**config.mk**
```make
export PLATFORM = sky130hd
export DESIGN_NAME = peer_peak_table_with_aging
export DESIGN_NICKNAME = d
export VERILOG_FILES = /design/src/sv/ppta_pkg.sv /design/src/sv/peer_peak_table_with_aging.sv /design/src/sv/ppta_ctrl.sv /design/src/sv/ppta_dp.sv
export SDC_FILE = /design/constraint.sdc
export NUM_CORES = 2
export LEC_CHECK = 0
export ABC_AREA = 1
export BUFFER_PORTS_ARGS = -buffer_cell sky130_fd_sc_hd__buf_4
export CAP_MARGIN = 10
export CORE_AREA = 2 2 476 478
export DETAILED_ROUTE_END_ITERATION = 8
export DIE_AREA = 0 0 478 480
export PLACE_DENSITY = 0.66
export SLEW_MARGIN = 40
export SYNTH_ARGS = -nofsm -noshare
export SYNTH_HDL_FRONTEND = slang
export SYNTH_HIERARCHICAL = 1
export SYNTH_SLANG_ARGS = --single-unit
export TNS_END_PERCENT = 30
```
**constraint.sdc**
```tcl
create_clock -name clk -period 11.1 [get_ports clk]
set_clock_uncertainty 0.1 [all_clocks]
set_input_delay 0.555 -clock clk [delete_from_list [all_inputs] [get_ports clk]]
set_output_delay 0.555 -clock clk [all_outputs]
set_load 0.01 [all_outputs]
```
**src/sv/ppta_pkg.sv**
```systemverilog
package ppta_pkg;

    localparam int DEF_MAX_PEERS = 16;
    localparam int DEF_ID_BITS   = 64;

    localparam int PID_W    = 64;
    localparam int PEAK_W   = 32;
    localparam int PRIO_W   = 8;
    localparam int TIME_W   = 32;
    localparam int DROP_W   = 5;
    localparam int STATUS_W = 3;
    localparam int CFG_W    = 64;
    localparam int CFG_IDX_W = 2;

    // input tdata layout
    localparam int PID_LSB    = 0;
    localparam int PPEAK_LSB  = PID_LSB + PID_W;
    localparam int PPRIO_LSB  = PPEAK_LSB + PEAK_W;
    localparam int NOW_LSB    = PPRIO_LSB + PRIO_W;
    localparam int OPEAK_LSB  = NOW_LSB + TIME_W;
    localparam int LINK_LSB   = OPEAK_LSB + PEAK_W;
    localparam int S_TDATA_W  = ((LINK_LSB + 1 + 7) / 8) * 8;

    // output tdata layout
    localparam int NET_LSB    = 0;
    localparam int PUBPK_LSB  = NET_LSB + PEAK_W;
    localparam int PUBPR_LSB  = PUBPK_LSB + PEAK_W;
    localparam int DROP_LSB   = PUBPR_LSB + PRIO_W;
    localparam int M_TDATA_W  = ((DROP_LSB + DROP_W + 7) / 8) * 8;

    localparam logic OP_REPORT = 1'b0;
    localparam logic OP_TICK   = 1'b1;

    localparam logic [CFG_IDX_W-1:0] CFG_OWN_IDENTITY = 2'd0;
    localparam logic [CFG_IDX_W-1:0] CFG_PRIORITY     = 2'd1;
    localparam logic [CFG_IDX_W-1:0] CFG_STALE_LIMIT  = 2'd2;
    localparam logic [CFG_IDX_W-1:0] CFG_PUB_PERIOD   = 2'd3;

    localparam logic [CFG_W-1:0]  RST_OWN_IDENTITY = 64'd0;
    localparam logic [PRIO_W-1:0] RST_PRIORITY     = 8'd5;
    localparam logic [TIME_W-1:0] RST_STALE_LIMIT  = 32'd60000;
    localparam logic [TIME_W-1:0] RST_PUB_PERIOD   = 32'd15000;

    typedef enum logic [STATUS_W-1:0] {
        ST_IGNORED   = 3'd0,
        ST_STORED    = 3'd1,
        ST_FULL      = 3'd2,
        ST_NOT_DUE   = 3'd3,
        ST_PUBLISHED = 3'd4,
        ST_LINK_DOWN = 3'd5
    } status_t;

    typedef enum logic [2:0] {
        S_IDLE,
        S_CHECK,
        S_WALK,
        S_COMMIT,
        S_FINISH
    } state_t;

    typedef struct packed {
        logic load;
        logic check;
        logic walk;
        logic commit;
        logic out_load;
    } dp_cmd_t;

    typedef struct packed {
        logic early_done;
        logic walk_done;
    } dp_stat_t;

endpackage

```
**src/sv/peer_peak_table_with_aging.sv**
```systemverilog
// channel  | direction | tdata (lsb first)                                   | tuser
// s_       | in        | peer_id, peer_peak_w, peer_priority, now_ms,        | operation
//          |           | own_peak_w, link_ready                              |
// m_       | out       | network_peak_w, publish_peak_w, publish_priority,   | status
//          |           | stale_dropped                                       |
// cfg_     | in        | cfg_index selects the register, cfg_data the value  | -
//
// one item at a time: a report or a due tick walks the table memories over every slot
// in use, at one entry a cycle, before its result is shown; an ignored report or a tick
// not due skips the walk and goes straight to its result.
// reset clears the active flags, slot count and publish time at once; no clearing pass.
// a stalled result is held in the output register while the next item is taken in.
module peer_peak_table_with_aging
#(
    parameter int MAX_PEERS = ppta_pkg::DEF_MAX_PEERS,
    parameter int ID_BITS   = ppta_pkg::DEF_ID_BITS
)
(
    input  logic                              clk,
    input  logic                              rst_n,
    input  logic                              s_tvalid,
    output logic                              s_tready,
    // peer_id, peer_peak_w, peer_priority, now_ms, own_peak_w, link_ready
    input  logic [ppta_pkg::S_TDATA_W-1:0]    s_tdata,
    // operation
    input  logic                              s_tuser,
    output logic                              m_tvalid,
    input  logic                              m_tready,
    // network_peak_w, publish_peak_w, publish_priority, stale_dropped
    output logic [ppta_pkg::M_TDATA_W-1:0]    m_tdata,
    // status
    output logic [ppta_pkg::STATUS_W-1:0]     m_tuser,
    input  logic                              cfg_we,
    input  logic [ppta_pkg::CFG_IDX_W-1:0]    cfg_index,
    input  logic [ppta_pkg::CFG_W-1:0]        cfg_data
);

    ppta_pkg::dp_cmd_t                  cmd;
    ppta_pkg::dp_stat_t                 stat;
    ppta_pkg::status_t                  status;
    logic signed [ppta_pkg::PEAK_W-1:0] network_peak_w;
    logic signed [ppta_pkg::PEAK_W-1:0] publish_peak_w;
    logic [ppta_pkg::PRIO_W-1:0]        publish_priority;
    logic [ppta_pkg::DROP_W-1:0]        stale_dropped;

    ppta_ctrl u_ctrl
    (
        .clk      (clk),
        .rst_n    (rst_n),
        .s_tvalid (s_tvalid),
        .s_tready (s_tready),
        .m_tvalid (m_tvalid),
        .m_tready (m_tready),
        .stat     (stat),
        .cmd      (cmd)
    );

    ppta_dp
    #(
        .MAX_PEERS (MAX_PEERS),
        .ID_BITS   (ID_BITS)
    )
    u_dp
    (
        .clk              (clk),
        .rst_n            (rst_n),
        .cmd              (cmd),
        .stat             (stat),
        .cfg_we           (cfg_we),
        .cfg_index        (cfg_index),
        .cfg_data         (cfg_data),
        .operation        (s_tuser),
        .peer_id          (s_tdata[ppta_pkg::PID_LSB +: ID_BITS]),
        .peer_peak_w      (s_tdata[ppta_pkg::PPEAK_LSB +: ppta_pkg::PEAK_W]),
        .now_ms           (s_tdata[ppta_pkg::NOW_LSB +: ppta_pkg::TIME_W]),
        .own_peak_w       (s_tdata[ppta_pkg::OPEAK_LSB +: ppta_pkg::PEAK_W]),
        .link_ready       (s_tdata[ppta_pkg::LINK_LSB]),
        .status           (status),
        .network_peak_w   (network_peak_w),
        .publish_peak_w   (publish_peak_w),
        .publish_priority (publish_priority),
        .stale_dropped    (stale_dropped)
    );

    always_comb
    begin
        m_tdata = '0;
        m_tdata[ppta_pkg::NET_LSB +: ppta_pkg::PEAK_W]   = network_peak_w;
        m_tdata[ppta_pkg::PUBPK_LSB +: ppta_pkg::PEAK_W] = publish_peak_w;
        m_tdata[ppta_pkg::PUBPR_LSB +: ppta_pkg::PRIO_W] = publish_priority;
        m_tdata[ppta_pkg::DROP_LSB +: ppta_pkg::DROP_W]  = stale_dropped;
    end

    assign m_tuser = status;

endmodule

```
**src/sv/ppta_ctrl.sv**
```systemverilog
module ppta_ctrl
(
    input  logic               clk,
    input  logic               rst_n,
    input  logic               s_tvalid,
    output logic               s_tready,
    output logic               m_tvalid,
    input  logic               m_tready,
    input  ppta_pkg::dp_stat_t stat,
    output ppta_pkg::dp_cmd_t  cmd
);

    ppta_pkg::state_t state_reg;
    ppta_pkg::state_t state_next;
    logic             out_valid_reg;
    logic             out_valid_next;

    always_ff @(posedge clk or negedge rst_n)
    begin
        if (!rst_n)
        begin
            state_reg     <= ppta_pkg::S_IDLE;
            out_valid_reg <= 1'b0;
        end
        else
        begin
            state_reg     <= state_next;
            out_valid_reg <= out_valid_next;
        end
    end

    always_comb
    begin
        state_next     = state_reg;
        cmd            = '0;
        out_valid_next = out_valid_reg && !m_tready;
        unique case (state_reg)
            ppta_pkg::S_IDLE:
            begin
                if (s_tvalid)
                begin
                    cmd.load   = 1'b1;
                    state_next = ppta_pkg::S_CHECK;
                end
            end
            ppta_pkg::S_CHECK:
            begin
                cmd.check  = 1'b1;
                state_next = stat.early_done ? ppta_pkg::S_FINISH : ppta_pkg::S_WALK;
            end
            ppta_pkg::S_WALK:
            begin
                cmd.walk = 1'b1;
                if (stat.walk_done)
                begin
                    state_next = ppta_pkg::S_COMMIT;
                end
            end
            ppta_pkg::S_COMMIT:
            begin
                cmd.commit = 1'b1;
                state_next = ppta_pkg::S_FINISH;
            end
            ppta_pkg::S_FINISH:
            begin
                // wait for the output register to be free
                if (!out_valid_reg || m_tready)
                begin
                    cmd.out_load   = 1'b1;
                    out_valid_next = 1'b1;
                    state_next     = ppta_pkg::S_IDLE;
                end
            end
            default:
            begin
                state_next = ppta_pkg::S_IDLE;
            end
        endcase
    end

    assign s_tready = (state_reg == ppta_pkg::S_IDLE);
    assign m_tvalid = out_valid_reg;

endmodule

```
**src/sv/ppta_dp.sv**
```systemverilog
module ppta_dp
#(
    parameter int MAX_PEERS = ppta_pkg::DEF_MAX_PEERS,
    parameter int ID_BITS   = ppta_pkg::DEF_ID_BITS
)
(
    input  logic                                 clk,
    input  logic                                 rst_n,
    input  ppta_pkg::dp_cmd_t                    cmd,
    output ppta_pkg::dp_stat_t                   stat,
    input  logic                                 cfg_we,
    input  logic [ppta_pkg::CFG_IDX_W-1:0]       cfg_index,
    input  logic [ppta_pkg::CFG_W-1:0]           cfg_data,
    input  logic                                 operation,
    input  logic [ID_BITS-1:0]                   peer_id,
    input  logic signed [ppta_pkg::PEAK_W-1:0]   peer_peak_w,
    input  logic [ppta_pkg::TIME_W-1:0]          now_ms,
    input  logic signed [ppta_pkg::PEAK_W-1:0]   own_peak_w,
    input  logic                                 link_ready,
    output ppta_pkg::status_t                    status,
    output logic signed [ppta_pkg::PEAK_W-1:0]   network_peak_w,
    output logic signed [ppta_pkg::PEAK_W-1:0]   publish_peak_w,
    output logic [ppta_pkg::PRIO_W-1:0]          publish_priority,
    output logic [ppta_pkg::DROP_W-1:0]          stale_dropped
);

    localparam int CW = $clog2(MAX_PEERS + 1);
    localparam int AW = (MAX_PEERS > 1) ? $clog2(MAX_PEERS) : 1;

    // configuration
    logic [ppta_pkg::CFG_W-1:0]  own_id_reg;
    logic [ppta_pkg::PRIO_W-1:0] prio_cfg_reg;
    logic [ppta_pkg::TIME_W-1:0] stale_reg;
    logic [ppta_pkg::TIME_W-1:0] period_reg;

    // table state
    logic [ID_BITS-1:0]                 key_mem  [MAX_PEERS];
    logic signed [ppta_pkg::PEAK_W-1:0] peak_mem [MAX_PEERS];
    logic [ppta_pkg::TIME_W-1:0]        seen_mem [MAX_PEERS];
    logic [MAX_PEERS-1:0]               act_reg;
    logic [CW-1:0]                      slots_used_reg;
    logic [ppta_pkg::TIME_W-1:0]        last_pub_reg;

    // item under work
    logic                               tick_reg;
    logic [ID_BITS-1:0]                 pid_reg;
    logic signed [ppta_pkg::PEAK_W-1:0] ppeak_reg;
    logic [ppta_pkg::TIME_W-1:0]        now_reg;
    logic signed [ppta_pkg::PEAK_W-1:0] opeak_reg;
    logic                               link_reg;

    // walk
    logic [CW-1:0]                      rd_cnt_reg;
    logic                               pend_reg;
    logic [AW-1:0]                      pidx_reg;
    logic [ID_BITS-1:0]                 key_q;
    logic signed [ppta_pkg::PEAK_W-1:0] peak_q;
    logic [ppta_pkg::TIME_W-1:0]        seen_q;
    logic                               found_reg;
    logic [AW-1:0]                      found_idx_reg;
    logic signed [ppta_pkg::PEAK_W-1:0] mx_reg;
    logic [ppta_pkg::DROP_W-1:0]        dropped_reg;

    // result waiting for the output register
    ppta_pkg::status_t                  res_status_reg;
    logic signed [ppta_pkg::PEAK_W-1:0] res_net_reg;
    logic signed [ppta_pkg::PEAK_W-1:0] res_pub_peak_reg;
    logic [ppta_pkg::PRIO_W-1:0]        res_pub_prio_reg;
    logic [ppta_pkg::DROP_W-1:0]        res_dropped_reg;

    ppta_pkg::status_t                  out_status_reg;
    logic signed [ppta_pkg::PEAK_W-1:0] out_net_reg;
    logic signed [ppta_pkg::PEAK_W-1:0] out_pub_peak_reg;
    logic [ppta_pkg::PRIO_W-1:0]        out_pub_prio_reg;
    logic [ppta_pkg::DROP_W-1:0]        out_dropped_reg;

    logic                               issue;
    logic [AW-1:0]                      raddr;
    logic                               id_ignored;
    logic                               not_due;
    logic [ppta_pkg::TIME_W-1:0]        since;
    logic [ppta_pkg::TIME_W-1:0]        age;
    logic                               entry_match;
    logic                               clr_en;
    logic                               room;
    logic                               stored;
    logic [AW-1:0]                      wslot;
    logic                               mem_we;

    assign since      = now_reg - last_pub_reg;
    assign not_due    = (since < period_reg);
    assign id_ignored = (pid_reg == '0) || (pid_reg == own_id_reg[ID_BITS-1:0]);

    assign stat.early_done = tick_reg ? not_due : id_ignored;
    assign stat.walk_done  = (rd_cnt_reg >= slots_used_reg) && !pend_reg;

    assign issue = cmd.walk && (rd_cnt_reg < slots_used_reg);
    assign raddr = rd_cnt_reg[AW-1:0];

    assign age         = now_reg - seen_q;
    assign entry_match = (key_q == pid_reg);
    assign clr_en      = pend_reg && tick_reg && act_reg[pidx_reg] && (age > stale_reg);

    assign room   = (slots_used_reg < CW'(MAX_PEERS));
    assign stored = found_reg || room;
    assign wslot  = found_reg ? found_idx_reg : slots_used_reg[AW-1:0];
    assign mem_we = cmd.commit && !tick_reg && stored;

    always_ff @(posedge clk or negedge rst_n)
    begin
        if (!rst_n)
        begin
            own_id_reg   <= ppta_pkg::RST_OWN_IDENTITY;
            prio_cfg_reg <= ppta_pkg::RST_PRIORITY;
            stale_reg    <= ppta_pkg::RST_STALE_LIMIT;
            period_reg   <= ppta_pkg::RST_PUB_PERIOD;
        end
        else if (cfg_we)
        begin
            unique case (cfg_index)
                ppta_pkg::CFG_OWN_IDENTITY: own_id_reg   <= cfg_data;
                ppta_pkg::CFG_PRIORITY:     prio_cfg_reg <= cfg_data[ppta_pkg::PRIO_W-1:0];
                ppta_pkg::CFG_STALE_LIMIT:  stale_reg    <= cfg_data[ppta_pkg::TIME_W-1:0];
                ppta_pkg::CFG_PUB_PERIOD:   period_reg   <= cfg_data[ppta_pkg::TIME_W-1:0];
            endcase
        end
    end

    always_ff @(posedge clk or negedge rst_n)
    begin
        if (!rst_n)
        begin
            act_reg        <= '0;
            slots_used_reg <= '0;
            last_pub_reg   <= '0;
            rd_cnt_reg     <= '0;
            pend_reg       <= 1'b0;
        end
        else
        begin
            if (clr_en)
            begin
                act_reg[pidx_reg] <= 1'b0;
            end
            if (mem_we)
            begin
                act_reg[wslot] <= 1'b1;
            end
            if (mem_we && !found_reg)
            begin
                slots_used_reg <= slots_used_reg + CW'(1);
            end
            if (cmd.commit && tick_reg)
            begin
                last_pub_reg <= now_reg;
            end
            if (cmd.load)
            begin
                rd_cnt_reg <= '0;
            end
            else if (issue)
            begin
                rd_cnt_reg <= rd_cnt_reg + CW'(1);
            end
            pend_reg <= issue;
        end
    end

    // table memories: one write port, one registered read port
    always_ff @(posedge clk)
    begin
        if (mem_we)
        begin
            key_mem[wslot]  <= pid_reg;
            peak_mem[wslot] <= ppeak_reg;
            seen_mem[wslot] <= now_reg;
        end
        if (issue)
        begin
            key_q  <= key_mem[raddr];
            peak_q <= peak_mem[raddr];
            seen_q <= seen_mem[raddr];
        end
    end

    always_ff @(posedge clk)
    begin
        if (cmd.load)
        begin
            tick_reg    <= operation;
            pid_reg     <= peer_id;
            ppeak_reg   <= peer_peak_w;
            now_reg     <= now_ms;
            opeak_reg   <= own_peak_w;
            link_reg    <= link_ready;
            found_reg   <= 1'b0;
            mx_reg      <= own_peak_w;
            dropped_reg <= '0;
        end
        else if (pend_reg)
        begin
            if (tick_reg)
            begin
                if (clr_en && !(&dropped_reg))
                begin
                    dropped_reg <= dropped_reg + ppta_pkg::DROP_W'(1);
                end
            end
            else if (entry_match)
            begin
                // keys are unique, so the matching slot is left out of the maximum
                found_reg     <= 1'b1;
                found_idx_reg <= pidx_reg;
            end
            else if (act_reg[pidx_reg] && (peak_q > mx_reg))
            begin
                mx_reg <= peak_q;
            end
        end
        if (issue)
        begin
            pidx_reg <= raddr;
        end
    end

    always_ff @(posedge clk)
    begin
        if (cmd.load)
        begin
            res_net_reg      <= '0;
            res_pub_peak_reg <= '0;
            res_pub_prio_reg <= '0;
            res_dropped_reg  <= '0;
        end
        if (cmd.check)
        begin
            res_status_reg <= tick_reg ? ppta_pkg::ST_NOT_DUE : ppta_pkg::ST_IGNORED;
        end
        if (cmd.commit)
        begin
            if (tick_reg)
            begin
                res_dropped_reg <= dropped_reg;
                if (link_reg)
                begin
                    res_status_reg   <= ppta_pkg::ST_PUBLISHED;
                    res_pub_peak_reg <= opeak_reg;
                    res_pub_prio_reg <= prio_cfg_reg;
                end
                else
                begin
                    res_status_reg <= ppta_pkg::ST_LINK_DOWN;
                end
            end
            else if (stored)
            begin
                res_status_reg <= ppta_pkg::ST_STORED;
                res_net_reg    <= (ppeak_reg > mx_reg) ? ppeak_reg : mx_reg;
            end
            else
            begin
                res_status_reg <= ppta_pkg::ST_FULL;
            end
        end
        if (cmd.out_load)
        begin
            out_status_reg   <= res_status_reg;
            out_net_reg      <= res_net_reg;
            out_pub_peak_reg <= res_pub_peak_reg;
            out_pub_prio_reg <= res_pub_prio_reg;
            out_dropped_reg  <= res_dropped_reg;
        end
    end

    assign status           = out_status_reg;
    assign network_peak_w   = out_net_reg;
    assign publish_peak_w   = out_pub_peak_reg;
    assign publish_priority = out_pub_prio_reg;
    assign stale_dropped    = out_dropped_reg;

endmodule

```
* Word level (Yosys, flattened, before mapping)
Memories as Yosys holds them, arrays and structs flattened. A register that Yosys moved wholly into a read port is not among the register bits.
Index checks and enable logic that the tools add are counted.
** Word-level totals
- Register bits after elaboration :: 567
- Bits in writable memories :: 2048
- Output and inout bits :: 85
- Word-level logic and storage cells :: 165
- Memories kept :: 3
** Memories
- u_dp.key_mem :: depth 16, bits a word 64, read ports 1, clocked after Yosys merged registers in 1, write ports 1, RTL line ppta_dp.sv:37 : logic [ID_BITS-1:0] key_mem [MAX_PEERS];
- u_dp.peak_mem :: depth 16, bits a word 32, read ports 1, clocked after Yosys merged registers in 1, write ports 1, RTL line ppta_dp.sv:38 : logic signed [ppta_pkg::PEAK_W-1:0] peak_mem [MAX_PEERS];
- u_dp.seen_mem :: depth 16, bits a word 32, read ports 1, clocked after Yosys merged registers in 1, write ports 1, RTL line ppta_dp.sv:39 : logic [ppta_pkg::TIME_W-1:0] seen_mem [MAX_PEERS];
** Operators by class
- $add $sub $neg :: 5
- $lt $le $gt $ge :: 11
- Equality and inequality tests :: 14
- Mux-type cells :: 55
- Bitwise operators :: 5
- Reduce and logical (&&, ||, !) cells :: 40
** Operators with widths (number)
- $mux 32 :: 14
- $eq 64x64->1 :: 2
- $gt 32x32->1 :: 3
- $logic_not 64->1 :: 1
- $sub 32x32->32 :: 2
- $lt 32x32->1 :: 1
- $mux 16 :: 2
- $mux 8 :: 4
- $mux 5 :: 5
- $mux 3 :: 7
- $and 16x16->16 :: 1
- $mux 1 :: 16
- $not 16->16 :: 1
- $or 16x16->16 :: 1
- $add 5x1->5 const B :: 3
- $pmux 3 s5 :: 1
- $logic_and 1x1->1 :: 14
- $lt 4x5->1 const B :: 2
- $reduce_and 3->1 :: 3
- $demux 1 s4 :: 2
- $ge 4x1->1 const B :: 2
- $ne 2x2->1 const B :: 4
- $reduce_and 2->1 :: 4
- $reduce_and 4->1 :: 2
- 19 further kinds :: 33

* Logic depth before layout (Yosys ltp)
- Depth after elaboration :: 9
- Depth in mapped cells :: 26
- Mapped depth without buffers :: 26

* Modules after synthesis
The synthesis kept the hierarchy.
** By module, submodules not included
- ppta_dp :: times used 1, cells each 8465, area each 111247.9 um2, sequential area each 80462.2 um2
- ppta_ctrl :: times used 1, cells each 33, area each 221.5 um2, sequential area each 100.1 um2
- peer_peak_table_with_aging :: times used 1, cells each 4, area each 26.3 um2, sequential area each 0.0 um2

* Worst setup path before layout
Ideal clock, no wire load.
- Path type :: reg-to-reg
- Start :: register u_ctrl.state_reg[2]
- End :: register u_dp/mx_reg[0] (netlist bit), enable pin
- Arrival time :: 8.851 ns
- Data required time :: 10.610 ns
- Slack :: 1.760 ns
- Cell stages (with the launch flop) :: 8
- Buffers on the path :: 2
- Clock period less this slack :: 9.340 ns
- Cell sequence :: dfrtp_1 -> nor2_2 -> nand2_1 -> nor2_1 -> clkbuf_1 -> inv_2 -> clkbuf_1 -> nand2_1
** RTL lines
- start: declaration :: RTL line ppta_ctrl.sv:13 : ppta_pkg::state_t state_reg;
- start signal: assignment :: RTL line ppta_ctrl.sv:22 : state_reg <= ppta_pkg::S_IDLE;
- start signal: assignment :: RTL line ppta_ctrl.sv:27 : state_reg <= state_next;
- end signal: assignment :: RTL line ppta_dp.sv:197 : mx_reg <= own_peak_w;
- end signal: assignment :: RTL line ppta_dp.sv:217 : mx_reg <= peak_q;
- end: declaration :: RTL line ppta_dp.sv:61 : logic signed [ppta_pkg::PEAK_W-1:0] mx_reg;

* Worst setup path after layout
- Start :: register u_dp/now_reg[0] (netlist bit)
- End :: register u_dp.act_reg[0]
** On the way
- Cells in the longest elaborated chain, start to end :: 6
** Ends and longest elaborated chain
- start: declaration :: RTL line ppta_dp.sv:48 : logic [ppta_pkg::TIME_W-1:0] now_reg;
- start signal: assignment :: RTL line ppta_dp.sv:193 : now_reg <= now_ms;
- $sub 32x32->32 * :: RTL line ppta_dp.sv:100 : assign age = now_reg - seen_q;
- $gt 32x32->1 * :: RTL line ppta_dp.sv:102 : assign clr_en = pend_reg && tick_reg && act_reg[pidx_reg] && (age > stale_reg);
- $logic_and 1x1->1 * :: RTL line ppta_dp.sv:102
- $mux 16 * :: RTL line ppta_dp.sv:141 : if (clr_en)
- $or 16x16->16 (no source line)
- $mux 16 * :: RTL line ppta_dp.sv:145 : if (mem_we)
- end signal: assignment :: RTL line ppta_dp.sv:133 : act_reg <= '0;
- end signal: indexed assignment :: RTL line ppta_dp.sv:143 : act_reg[pidx_reg] <= 1'b0;
- end signal: indexed assignment :: RTL line ppta_dp.sv:147 : act_reg[wslot] <= 1'b1;
- end: declaration :: RTL line ppta_dp.sv:40 : logic [MAX_PEERS-1:0] act_reg;
Every way passes the cells marked *; elsewhere a longest branch is shown, timed or not.
A chain may end at the register's enable or synchronous reset.

==> results.sh <==
export IMPL_status="finished, final reports clean"
export IMPL_max_slew_margin=0.2894
export IMPL_hold_class="in -> async"
export IMPL_grt_max_degree=225
export IMPL_largestRegisters="u_dp/key_mem: 1024 flops, u_dp/peak_mem: 512 flops, u_dp/seen_mem: 512 flops"
export IMPL_met1_length_um=118600
export IMPL_first_iter_violations=7857
export IMPL_max_cap_viol_count=0
export IMPL_layout_nets=9473
export IMPL_drt_pass1_iter_count=6
export IMPL_dieArea_um2=229400
export IMPL_async_flop_share=0.07255
export IMPL_synth_most_common_cell="edfxtp_1"
export IMPL_place_gp_congestion=0.9050
export IMPL_synthSimpleGateAreaFrac=0.1015
export IMPL_hold_violations=0
export IMPL_num_vias=71380
export IMPL_syn_area_per_cell_um2=13.11
export IMPL_wirelength_um=295700
export IMPL_p_leak_uw=0.04539
export IMPL_reg2reg_to="u_dp/act_reg[0]"
export IMPL_fin_crit_ps=5020
export IMPL_postCtsSetupBuffers=0
export IMPL_grt_overflow=0
export IMPL_max_freq_mhz=199.2
export IMPL_cp_max_fo=17
export IMPL_synth_cell_types=52
export IMPL_required_ps=11760
export IMPL_ys_ff_latch=2743
export IMPL_timing_critical_path_mode_cell="nand2_1"
export IMPL_largest_reg_flops=1024
export IMPL_yosys_area_top_type="edfxtp_1"
export IMPL_core_region_area_um2=224000
export IMPL_viasPerCell=5.833
export IMPL_antenna_found_initial=11
export IMPL_wl_per_cell_um=24.16
export IMPL_wl_met3_um=20660
export IMPL_cp_cell_sequence="inv_1 > ha_1 > inv_1 > fa_1 > nand3_1 > nand2_1 > a21boi_1 > o21ai_0 > nand2_1 > nand2_1 > nand4_1 > nand2_1 > xor2_1 > ha_1 > nand2_1 > nor2_1 > nand4_1 > nor2_1 > nand2_1 > nand2_1 > nand2_4 > o21ai_0 > o21ai_0"
export IMPL_clk_path_buf_depth=4
export IMPL_synth_area_um2=111500
export IMPL_yosys_warnings=6
export IMPL_seq_area_frac_synth=0.7226
export IMPL_r2r_start="u_dp/now_reg[0]"
export IMPL_fillCellCount=17490
export IMPL_fin_crit_sh=0.4522
export IMPL_setup_worst_path_class="reg -> reg"
export IMPL_synthMuxAreaShare=0.02152
export IMPL_ctsResizeCount=0
export IMPL_synthCells=8502
export IMPL_top_layer_used="met4"
export IMPL_setup_viol=0
export IMPL_clock_sinks=2743
export IMPL_synth_edf_count=2461
export IMPL_critPathSlowestCell="edfxtp_1"
export IMPL_crit_end="u_dp/act_reg[0]"
export IMPL_ys_top_cells_by_count="2461 x edfxtp_1, 1300 x nor2_1, 955 x nand2_1, 737 x o21ai_0, 409 x nand3_1"
export IMPL_cts_clk_slew_worst_paths_ps=60
export IMPL_seqCellArea_um2=80570
export IMPL_drc_errors=0
export IMPL_layoutNonFillerInstCount=12240
export IMPL_endpoint_kind="flop"
export IMPL_grt_pass1_vias=69560
export IMPL_io_pins=333
export IMPL_synth_top_family_by_area="simple AND/OR/NAND/NOR gates"
export IMPL_layout_drive_gt1_share=0.1084
export IMPL_power_density_nw_per_um2=231.0
export IMPL_r2r_slack_ps=6080
export IMPL_clk_latency_ps=950
export IMPL_tightest_slew_ps=1066
export IMPL_synth_top_area_frac=0.6628
export IMPL_drv_slew=0
export IMPL_start_util=0.4977
export IMPL_crit_arrival_ps=5680
export IMPL_grt_use_total=0.2527
export IMPL_peakVddDrop_mv=0.2033
export IMPL_synthAdderAreaFrac=0.02258
export IMPL_die_h_um=480
export IMPL_slowest_delay_ps=630
export IMPL_ys_flop_type="edfxtp_1"
export IMPL_multiInputGateArea_um2=27780
export IMPL_regMostFlops="u_dp/key_mem"
export IMPL_detail_route_antenna_nets=0
export IMPL_grt_pass1_wl_um=437100
export IMPL_synth_xor_area_share=0.01335
export IMPL_synth_compound_area_frac=0.08838
export IMPL_setup_tns_ps=0
export IMPL_cp_startpoint="u_dp/now_reg[0]"
export IMPL_routed_wl_met2_um=143400
export IMPL_syn_to_final_growth_pct=15.87
export IMPL_start_kind="flop"
export IMPL_h_tree_depth=5
export IMPL_cts_made_buffers=299
export IMPL_cts_tree="yes"
export IMPL_reg2regPathDepth=23
export IMPL_cts_hold_buf=206
export IMPL_ys_top_cells_by_area="edfxtp_1 66%, nor2_1 4.4%, dfrtp_1 4.1%, o21ai_0 3.3%, nand2_1 3.2%"
export IMPL_num_rows=174
export IMPL_rsz0062_at_grt="no"
export IMPL_root_buffer="clkbuf_16"
export IMPL_dieWidth_um=478
export IMPL_place_inst=11490
export IMPL_finalPower_uw=29850
export IMPL_hpwl_um=165800
export IMPL_port_buffers=314
==> kinds of logic after synthesis <==
kind of cell,Yosys count
and+or+nand+nor,2789
DFF,2743
AOI/OAI and AO/OA,1530
buffers and inverters,833
muxes,236
adders and majority gates,200
xor gates and xnor gates,170
other,1
==> cells in the final DEF, fill, tap and decap left out, drive strengths merged, types with 98 or more instances in the layout <==
cell         netlist  routed
edfxtp          2461    2461
nor2            1307    1307
nand2            958     958
o21ai            754     754
buf              163     477
nand3            410     410
clkbuf           302     381
inv              368     372
o32ai            306     306
o221ai           208     208
dlygate4sd3        0     207
mux2i            206     206
ha               198     198
dfrtp            183     183
a21oi            157     157
clkinv             0      98
==> worst max-delay path, delay by kind of cell, from the launching register on <==
family / cells / cell delay, ps
buffers and inverters: 2 / 310
AOI/OAI and AO/OA: 4 / 850
xor gates and xnor gates: 1 / 170
and+or+nand+nor: 13 / 1960
DFF: 1 / 630
adders and majority gates: 3 / 860
==> final cells by class <==
type	count	share of cell area
antenna	5	0.00009685
clock buffer	380	0.06203
sequential	2743	0.6237
clock inverter	137	0.01087
multi-input combinational	4928	0.2150
tap	2992	0.02898
inverter	368	0.01091
timing repair buffer	685	0.04846
==> through the flow <==
stage / hold WS (ps) / cell area, um^2 / setup slack (ps) / utilization
floorplan: 159.4 / 111500 / 1760 / -
global placement: 311.0 / 117100 / 6066 / 0.5226
detailed placement: 305.2 / 117300 / 6058 / 0.5238
CTS: 8.233 / 128800 / 5992 / 0.5750
global route: 5.796 / 129200 / 5826 / 0.5767
finish: 26.57 / 129200 / 6080 / 0.5767
==> worst min-delay path by stage <==
| stage | startpoint | end |
|---|---|---|
| after CTS | cfg_data[29] | u_dp/own_id_reg[29] |
| after floorplan | rst_n | u_ctrl/m_tvalid |
| after detailed placement | u_dp/res_status_reg[0] | u_dp/status[0] |
| after global placement | u_dp/res_status_reg[0] | u_dp/status[0] |
| after global routing | cfg_data[29] | u_dp/own_id_reg[29] |
| final | rst_n | u_dp/prio_cfg_reg[3] |
==> power breakdown <==
part           leakage, uW  internal (uW)  switching (uW)
combinational       0.0154           2380            4570
sequential          0.0254          12600             708
clock              0.00461           5740            3900
==> layer usage <==
| layer | global-route usage | vias up |
|---|---|---|
| met4 | 0.1082 | 0 |
| met1 | 0.3352 | 35820 |
| li1 | - | 32280 |
| met3 | 0.03527 | 545 |
| met5 | 0 | - |
| met2 | 0.4190 | 2741 |
No activity file was read; power rests on OpenSTA's default activity.
